File: src/rtl/protobuf_field_encoder_macros.svh
// assertion macros shared by the protobuf field encoder rtl
// expects clk and rst_n to be visible where a macro is used
`ifndef PROTOBUF_FIELD_ENCODER_MACROS_SVH
`define PROTOBUF_FIELD_ENCODER_MACROS_SVH

`ifndef NO_ASSERTIONS

// property holds on every clock outside reset
`define PFE_ASSERT(lbl, prop, msg) \
  lbl: assert property (@(posedge clk) disable iff (!rst_n) prop) else $error(msg);

// condition must never be seen outside reset
`define PFE_NEVER(lbl, cond, msg) \
  lbl: assert property (@(posedge clk) disable iff (!rst_n) !(cond)) else $error(msg);

`else

`define PFE_ASSERT(lbl, prop, msg)
`define PFE_NEVER(lbl, cond, msg)

`endif

`endif

File: src/rtl/pfe_pkg.sv
// shared types and constants of the protobuf field encoder
// no dependencies
`timescale 1ns / 1ps

package pfe_pkg;

  localparam int FIELD_W = 29;
  localparam int VALUE_W = 64;
  localparam int TAG_W   = FIELD_W + 3;

  localparam logic [1:0] FUNC_VARINT  = 2'd0;
  localparam logic [1:0] FUNC_FIXED32 = 2'd1;
  localparam logic [1:0] FUNC_LEN     = 2'd2;
  localparam logic [1:0] FUNC_UNUSED  = 2'd3;

  localparam logic [2:0] WIRE_VARINT  = 3'd0;
  localparam logic [2:0] WIRE_FIXED32 = 3'd5;
  localparam logic [2:0] WIRE_LEN     = 3'd2;

  localparam logic [1:0] FIXED_LAST_IDX = 2'd3;

  typedef enum logic [1:0] {
    ST_IDLE,
    ST_TAG,
    ST_VAL
  } pfe_state_t;

  // controller to datapath
  typedef struct packed {
    logic load;
    logic emit_tag;
    logic emit_val;
  } pfe_cmd_t;

  // datapath to controller
  typedef struct packed {
    logic slot_free;
    logic tag_more;
    logic val_done;
  } pfe_sts_t;

  function automatic logic [2:0] wire_type(input logic [1:0] func);
    logic [2:0] w;
    unique case (func)
      FUNC_FIXED32: w = WIRE_FIXED32;
      FUNC_LEN:     w = WIRE_LEN;
      default:      w = WIRE_VARINT;
    endcase
    return w;
  endfunction

endpackage

File: src/rtl/pfe_datapath.sv
// shift registers for tag and value, fixed32 byte counter and output register
// depends on pfe_pkg and protobuf_field_encoder_macros.svh
`timescale 1ns / 1ps
`include "protobuf_field_encoder_macros.svh"

module pfe_datapath (
  input  logic                          clk,
  input  logic                          rst_n,
  input  pfe_pkg::pfe_cmd_t             cmd,
  output pfe_pkg::pfe_sts_t             sts,
  input  logic [pfe_pkg::FIELD_W-1:0]   in_field_number,
  input  logic [1:0]                    in_func,
  input  logic [pfe_pkg::VALUE_W-1:0]   in_value,
  output logic                          out_valid,
  input  logic                          out_ready,
  output logic [7:0]                    out_byte,
  output logic                          out_last
);
  import pfe_pkg::*;

  logic [TAG_W-1:0]   tag_r,   tag_nxt;
  logic [VALUE_W-1:0] val_r,   val_nxt;
  logic               fixed_r, fixed_nxt;
  logic [1:0]         cnt_r,   cnt_nxt;
  logic               out_valid_r, out_valid_nxt;
  logic [7:0]         out_byte_r,  out_byte_nxt;
  logic               out_last_r,  out_last_nxt;
  logic               val_more;

  assign val_more      = |val_r[VALUE_W-1:7];
  assign sts.tag_more  = |tag_r[TAG_W-1:7];
  assign sts.val_done  = fixed_r ? (cnt_r == FIXED_LAST_IDX) : !val_more;
  assign sts.slot_free = !out_valid_r || out_ready;

  always_comb begin
    tag_nxt       = tag_r;
    val_nxt       = val_r;
    fixed_nxt     = fixed_r;
    cnt_nxt       = cnt_r;
    out_byte_nxt  = out_byte_r;
    out_last_nxt  = out_last_r;
    out_valid_nxt = out_valid_r && !out_ready;
    if (cmd.load) begin
      tag_nxt   = {in_field_number, wire_type(in_func)};
      val_nxt   = in_value;
      fixed_nxt = (in_func == FUNC_FIXED32);
      cnt_nxt   = 2'd0;
    end
    if (cmd.emit_tag) begin
      out_byte_nxt  = {sts.tag_more, tag_r[6:0]};
      out_last_nxt  = 1'b0;
      out_valid_nxt = 1'b1;
      tag_nxt       = tag_r >> 7;
    end
    if (cmd.emit_val) begin
      out_valid_nxt = 1'b1;
      out_last_nxt  = sts.val_done;
      if (fixed_r) begin
        out_byte_nxt = val_r[7:0];
        val_nxt      = val_r >> 8;
        cnt_nxt      = cnt_r + 2'd1;
      end else begin
        out_byte_nxt = {val_more, val_r[6:0]};
        val_nxt      = val_r >> 7;
      end
    end
  end

  always_ff @(posedge clk) begin
    if (!rst_n) begin
      out_valid_r <= 1'b0;
    end else begin
      out_valid_r <= out_valid_nxt;
    end
  end

  always_ff @(posedge clk) begin
    tag_r      <= tag_nxt;
    val_r      <= val_nxt;
    fixed_r    <= fixed_nxt;
    cnt_r      <= cnt_nxt;
    out_byte_r <= out_byte_nxt;
    out_last_r <= out_last_nxt;
  end

  assign out_valid = out_valid_r;
  assign out_byte  = out_byte_r;
  assign out_last  = out_last_r;

  // a new byte may only enter the output register when it is empty or draining
  `PFE_ASSERT(a_emit_slot, (cmd.emit_tag || cmd.emit_val) |-> (!out_valid_r || out_ready), "byte emitted over a held beat")
  // the tag and the value never go out in the same cycle
  `PFE_NEVER(a_emit_excl, cmd.emit_tag && cmd.emit_val, "tag and value emitted together")

endmodule

File: src/rtl/pfe_ctrl.sv
// sequencing state machine: accept, tag bytes, value bytes
// depends on pfe_pkg and protobuf_field_encoder_macros.svh
`timescale 1ns / 1ps
`include "protobuf_field_encoder_macros.svh"

module pfe_ctrl (
  input  logic              clk,
  input  logic              rst_n,
  input  logic              in_valid,
  input  logic [1:0]        in_func,
  output logic              in_ready,
  input  pfe_pkg::pfe_sts_t sts,
  output pfe_pkg::pfe_cmd_t cmd
);
  import pfe_pkg::*;

  pfe_state_t state_r, state_nxt;

  always_ff @(posedge clk) begin
    if (!rst_n) begin
      state_r <= ST_IDLE;
    end else begin
      state_r <= state_nxt;
    end
  end

  always_comb begin
    state_nxt = state_r;
    cmd       = '0;
    in_ready  = 1'b0;
    unique case (state_r)
      ST_IDLE: begin
        in_ready = 1'b1;
        // an unused kind is taken and dropped
        if (in_valid && (in_func != FUNC_UNUSED)) begin
          cmd.load  = 1'b1;
          state_nxt = ST_TAG;
        end
      end
      ST_TAG: begin
        if (sts.slot_free) begin
          cmd.emit_tag = 1'b1;
          if (!sts.tag_more) begin
            state_nxt = ST_VAL;
          end
        end
      end
      ST_VAL: begin
        if (sts.slot_free) begin
          cmd.emit_val = 1'b1;
          if (sts.val_done) begin
            state_nxt = ST_IDLE;
          end
        end
      end
      default: begin
        state_nxt = ST_IDLE;
      end
    endcase
  end

  `PFE_ASSERT(a_load_idle, cmd.load |-> (state_r == ST_IDLE && in_ready), "load outside idle")
  `PFE_ASSERT(a_last_done, (cmd.emit_val && sts.val_done) |=> (state_r == ST_IDLE), "no return to idle after final byte")
  `PFE_ASSERT(a_load_tag, cmd.load |=> (state_r == ST_TAG), "load not followed by tag")

endmodule

File: src/rtl/protobuf_field_encoder.sv
// top level of the protobuf field encoder: one field in, its wire bytes out
// depends on pfe_pkg, pfe_ctrl and pfe_datapath
`timescale 1ns / 1ps

// channel | ports                                      | direction
// in      | in_valid in_ready in_field_number in_func in_value | field to encode
// out     | out_valid out_ready out_byte out_last      | one wire byte per beat
//
// an item is taken, then one byte leaves per cycle unless the output stalls, set
// by the single byte-wide output register; the next item is taken only after
// the last byte. an item yields 2 to 15 bytes; one of the unused kind is taken
// and yields nothing. synchronous active-low reset clears the state machine and
// the output valid. a stalled output holds its beat and pauses the sequencer.

module protobuf_field_encoder (
  input  logic                          clk,
  input  logic                          rst_n,
  input  logic                          in_valid,
  output logic                          in_ready,
  input  logic [pfe_pkg::FIELD_W-1:0]   in_field_number,
  input  logic [1:0]                    in_func,
  input  logic [pfe_pkg::VALUE_W-1:0]   in_value,
  output logic                          out_valid,
  input  logic                          out_ready,
  output logic [7:0]                    out_byte,
  output logic                          out_last
);
  import pfe_pkg::*;

  pfe_cmd_t cmd;
  pfe_sts_t sts;

  // sequencer: idle accepts, then tag varint, then the value bytes
  pfe_ctrl u_ctrl (
    .clk      (clk),
    .rst_n    (rst_n),
    .in_valid (in_valid),
    .in_func  (in_func),
    .in_ready (in_ready),
    .sts      (sts),
    .cmd      (cmd)
  );

  // tag and value shifters feeding the output register
  pfe_datapath u_dp (
    .clk             (clk),
    .rst_n           (rst_n),
    .cmd             (cmd),
    .sts             (sts),
    .in_field_number (in_field_number),
    .in_func         (in_func),
    .in_value        (in_value),
    .out_valid       (out_valid),
    .out_ready       (out_ready),
    .out_byte        (out_byte),
    .out_last        (out_last)
  );

endmodule

File: config.mk
export PLATFORM = sky130hd
export DESIGN_NAME = protobuf_field_encoder
export DESIGN_NICKNAME = d
export VERILOG_FILES = /design/src/rtl/pfe_pkg.sv /design/src/rtl/pfe_datapath.sv /design/src/rtl/pfe_ctrl.sv /design/src/rtl/protobuf_field_encoder.sv
export VERILOG_INCLUDE_DIRS = /design/src /design/src/rtl
export SDC_FILE = /design/constraint.sdc
export NUM_CORES = 1
export LEC_CHECK = 0
export BUFFER_PORTS_ARGS = -buffer_cell sky130_fd_sc_hd__buf_4
export CAP_MARGIN = 20
export CORE_MARGIN = 2
export CORE_UTILIZATION = 54
export DETAILED_ROUTE_END_ITERATION = 8
export HOLD_SLACK_MARGIN = 0.08
export PLACE_DENSITY = 0.82
export SYNTH_ARGS = -nofsm -noshare
export SYNTH_HDL_FRONTEND = slang
export SYNTH_SLANG_ARGS = --single-unit
File: constraint.sdc
create_clock -name clk -period 6.7 [get_ports clk]
set_clock_uncertainty 0.2 [all_clocks]
set_input_delay 1.34 -clock clk [delete_from_list [all_inputs] [get_ports clk]]
set_output_delay 1.34 -clock clk [all_outputs]
set_load 0.01 [all_outputs]
# ---- After elaboration in Yosys (flattened, before gate mapping)
# Index checks and enable logic that the tools add are counted.
dict set report totals {
  reg_bits 111
  latchBits 0
  mem_bits_rw 0
  rom_bits 0
  in_bits 99
  out_inout_bits 11
  elab_cells 63
  mem_count 0
}
dict set report op_classes {
  n_addsub 1
  mul 0
  div_mod_pow 0
  magnitude_cmp 0
  eq_ne 11
  shift 0
  muxes 29
  n_bitwise 0
  reduce_logical 13
}
# operator n
set ops {}
lappend ops {{64-bit two-way mux} 2}
lappend ops {{57-bit two-way mux} 1}
lappend ops {{57-bit OR reduction} 1}
lappend ops {{25-bit two-way mux} 2}
lappend ops {{25-bit OR reduction} 1}
lappend ops {{8-bit two-way mux} 3}
lappend ops {{2-bit two-way mux} 8}
lappend ops {{1-bit two-way mux} 11}
lappend ops {{2-bit != test, second input constant} 5}
lappend ops {{2-bit == test, second input constant} 3}
lappend ops {{2-bit case mux with 3 select lines} 1}
lappend ops {{3-bit case mux with 2 select lines} 1}
lappend ops {{2-bit nonzero test} 3}
lappend ops {{5-bit AND reduction} 1}
lappend ops {{2-bit by 1-bit == test with 1-bit output, second input constant} 2}
lappend ops {{1-bit logical NOT} 3}
lappend ops {{2-bit by 1-bit adder with 2-bit output, second input constant} 1}
lappend ops {{1-bit logical AND} 2}
lappend ops {{2-bit logical NOT} 1}
lappend ops {{2-bit by 1-bit != test with 1-bit output, second input constant} 1}
lappend ops {{1-bit logical OR} 1}

# ---- Depth between registers and ports, before layout
dict set report logic_depth {
  depth_word 7
  ltp_mapped 6
  mapped_depth_nobuf 5
}

# ---- By module
# From an unflattened synthesis, not the netlist that was laid out.
dict set report hier_totals {
  cells_unflattened 426
  hier_area_um2 5295.1
}
# module n_inst cells_per_inst area_per_inst_um2 seq_area_each_um2
set by_module_without_submodules {}
lappend by_module_without_submodules {pfe_datapath 1 411 5171.2 3173.0}
lappend by_module_without_submodules {pfe_ctrl 1 15 123.9 40.0}

# ---- Least setup slack after synthesis
# No wires, ideal clock.
dict set report synth_path {
  kind {input -> register}
  startpoint {in out_ready}
  endpoint {reg u_dp.val_r[0] (enable)}
  setup_time_ns 0.688
  t_arrival_ns 3.320
  required_ns 5.812
  path_slack_ns 2.492
  cell_stages 5
  path_buffers 2
  cell_sequence {nand2b_1 -> nand2_1 -> clkbuf_1 -> clkbuf_1 -> nand2_1}
}
dict set report synth_between {
  elab_chain_len 4
}
# item line_no
set synth_rtl {}
lappend synth_rtl {{from (decl)} protobuf_field_encoder.sv:24} ;# input logic out_ready,
lappend synth_rtl {{1-bit logical OR} pfe_datapath.sv:33} ;# assign sts.slot_free = !out_valid_r || out_ready;
lappend synth_rtl {{1-bit two-way mux} pfe_ctrl.sv:49} ;# if (sts.slot_free) begin
lappend synth_rtl {{1-bit two-way mux} pfe_ctrl.sv:31} ;# unique case (state_r)
lappend synth_rtl {{2-bit nonzero test (no source line)} -}
lappend synth_rtl {{to (signal assigned)} pfe_datapath.sv:79} ;# val_r <= val_nxt;
lappend synth_rtl {{to (decl)} pfe_datapath.sv:22} ;# logic [VALUE_W-1:0] val_r, val_nxt;
# Every way passes these cells.
# A chain may end at the register's enable or synchronous reset.

# ---- Worst setup path in the final report
dict set report layout_path {
  startpoint {in out_ready}
  endpoint {reg u_dp.val_r[11] (enable)}
}
# Same word-level chain as after synthesis.

==> summary.txt <==
Timing
  – Final Max Tran Viols: 0
  – Fin. Hold Viols: 0
  – Setup tns final: 0 ns
  – Setup ws final: about 3.5 ns
  – RSZ-0062 raised after global routing: no
  – Slew headroom: 0.290
  – Final period utilization: 0.479
  – Crit path time final: 3.21 ns
  – Final setup vio count: 0
  – Worst-margin pin slew: 1.07 ns
  – Fmax: between 300 and 400 MHz

GRT
  – Global-route wire length before repair: between 15 and 20 mm
  – Gr ovfl total: 0
  – Vias in the first global route: approximately 3,800
  – Largest net degree at the start of global routing: roughly 80
  – Total Routing Usage GR: 0.217
  – Antenna violations before repair: 0

Job
  – MaxCap Viol Count: 0

Logic synthesis
  – Mux cell area share after synthesis: 0.153
  – Yosys warning count: 0
  – Synthesized netlist cell count: 452
  – Most frequent cell after synthesis: nand2_1
  – Commonest cells post-synth: nand2_1 (103), edfxtp_1 (99), o21ai_1 (60)
  – Sequential area share after synthesis: 0.610
  – Synth Area in Simple Gates: 0.137
  – Cell taking the most area after synthesis: edfxtp_1
  – Largest family of logic cells by synthesized area: multiplexers
  – Ys async rst share: 0
  – Main synth FF type: edfxtp_1
  – Post-synthesis xor/xnor area fraction: 0
  – Post-synthesis net count: about 550
  – Flip-flop and latch count after synthesis: approximately 110
  – EDFF count, synth: just under 100
  – Synth top area cells: edfxtp_1 (56%), mux2i_1 (11%), nand2_1 (7.3%)
  – Synthesized area: about 5300 sq um
  – Post-synthesis compound-gate area fraction: 0.0743
  – Synth top area share: 0.564
  – Post-Synth Adder-Cell Area: 0.00237
  – Mean Syn Cell Area: between 10 and 15 sq um
  – Unique masters post-synth: 32

Clock tree
  – Clock Sinks: around 110
  – Post-CTS Hold Buffers: 0
  – CTS clk-pin slew, worst paths: 0.10 ns
  – TritonCTS Buffers: 9
  – Root Buffer: clkbuf_8
  – CTS tree: done
  – Skew-Pair Late Insertion Delay: roughly 0.36 ns
  – H-tree depth: 3
  – Longest Clk Path Bufs: 2
  – Post-CTS Resized: 0
  – Postcts setup bufs: 0

Finish
  – Layout area overhead: 20.4%
  – Fin nets: 648
  – Final instance area: around 6300 sq um
  – Final core utilization: 0.658
  – Ant. Diodes: 0
  – Fraction of layout cells with a size suffix above 1: 0.237

Detailed routing
  – Iter 0 DRT Violations: roughly 280
  – Post-route antenna net violation count: 0
  – Routed vias/inst: 5.59
  – Routed len/inst: about 16 um
  – Via count: around 3,800
  – Drt total wl: roughly 11 mm
  – # DRC: 0
  – DRT Pass-1 Iters: 5

Setup path
  – Worst path slowest cell: buf_4
  – Max incr delay on CP: 0.66 ns
  – CP Data Required Time: roughly 6.5 ns
  – Cell repeated most along the worst path: buf_4
  – Crit-path cells: buf_4 > nand2b_1 > nand2_4 > nand2_2 > buf_4
  – Worst Setup End Kind: flip-flop
  – CP Max Fanout: 80
  – CP bufs+invs: 2
  – Setup CP Type: input port to flip-flop
  – Worst EP arrival: roughly 3 ns
  – Crit path launch type: input port
  – Crit path max-delay family: simple AND/OR/NAND/NOR gates

Floorplanning
  – Site Rows: 36
  – Total core area: around 9600 sq um
  – Die span in y: about 100 um
  – Die area: 10,600 sq um
  – Die W: ~100 um
  – Ports: 110
  – Starting density of the core: 0.547

Pwr
  – Net Sw Power: about 350 uW
  – Seq pwr share: 0.614
  – Comb power frac: 0.127
  – Power Dens Cells: between 200 and 250 nW/um^2
  – Int Power: about 1000 uW
  – Static leakage: between 0.002 and 0.003 uW
  – Clock power share: 0.259
  – Switching Fraction: 0.248
  – Max VDD drop: around 0.11 mV
  – Total Power: 1390 uW

Place
  – Final HPWL DP: 7.97 mm
  – Post-place instance area: 6170 sq um
  – RD Place Congestion: ~0.9
  – Port bufs: around 110
  – Post-Place Setup Slack: 3.13 ns

Worst hold path
  – Worst hold path type: flip-flop to flip-flop

Outcome
  – Status: finished, final reports clean
[cell usage in the layout (no fill, tap or decap), drive strengths merged]
cell type	netlist	routed
inv	2	4
ha	1	1
or3	1	1
a21oi	8	8
mux2	22	22
clkinv	0	4
o21ai	61	61
nand4	4	4
a31oi	1	1
nor4	21	21
or4	1	1
nand3	6	6
a221o	1	1
nor2b	4	4
edfxtp	99	99
nor3	1	1
clkbuf	21	9
nand2b	2	2
nor2	3	3
mux2i	56	56
o31a	1	1
buf	6	112
clkinvlp	0	1
o22ai	1	1
and2	10	10
a21o	2	2
dfxtp	12	12
and3	2	2
nand2	103	103
[worst reg2reg max path, cell delays in order, from the launching register on]
cell and delay [ns]:
dfxtp_1 0.37, nor2b_1 0.44, nand2_4 0.50, nand2_2 0.22
buf_4 0.66
[area by class of cell]
class / instances / area (sq um)
fill: 739 / 3300
sequential: 111 / 3210
multi-input combinational: 312 / 1940
timing repair buffer: 112 / 841
tap: 133 / 166
clock buffer: 9 / 124
clock inverter: 7 / 47.5
inverter: 2 / 7.51
[layer usage]
metal  share of wire  up-vias  track usage
met5               0        -            0
met2            0.53      125        0.387
met4           0.019        0       0.0729
met1            0.40     1837        0.274
li1                -     1854            -
met3           0.052       17       0.0285
[power by group through the flow]
stage	logic, uW	clock network, uW	registers (uW)
5_1_grt	195	393	861
3_3_place_gp	171	0	867
3_5_place_dp	177	0	870
4_1_cts	178	366	854
6_report	177	361	855
2_1_floorplan	101	0	860
[state kept, by name (all words and copies together), names as in the netlist]
register	count
u_ctrl.state_r	2
u_dp.out_byte	8
u_dp.val_r	64
u_dp.out_valid	1
u_dp.fixed_r	1
u_dp.out_last	1
u_dp.tag_r	32
u_dp.cnt_r	2
[logic make-up after synthesis]
kind of cell,count (synthesis)
compound gates,75
flops,111
simple gates,158
fa+ha+maj,1
mux,78
buf+inv,29
[stage by stage]
| stage | cells | hold slack (ns) |
|---|---|---|
| after CTS | 686 | 0.278 |
| after floorplan | 452 | 0.238 |
| after detailed placement | 670 | 0.264 |
| after global routing | 686 | 0.307 |
| final | 686 | 0.277 |
| after global placement | 670 | 0.253 |
[path summary, 6_finish.rpt]
check / slack [ns] / startpoint / endpoint / cells past startpoint
hold reg to reg: 0.28 / u_dp.cnt_r[1] / u_dp.cnt_r[1] / 2
hold / removal: 0.28 / u_dp.cnt_r[1] / u_dp.cnt_r[1] / 2
setup / recovery: 3.49 / out_ready / u_dp.val_r[11] / 5
setup reg to reg: 3.93 / u_ctrl.state_r[1] / u_dp.val_r[11] / 4
Power figures use the tool's default switching activity.
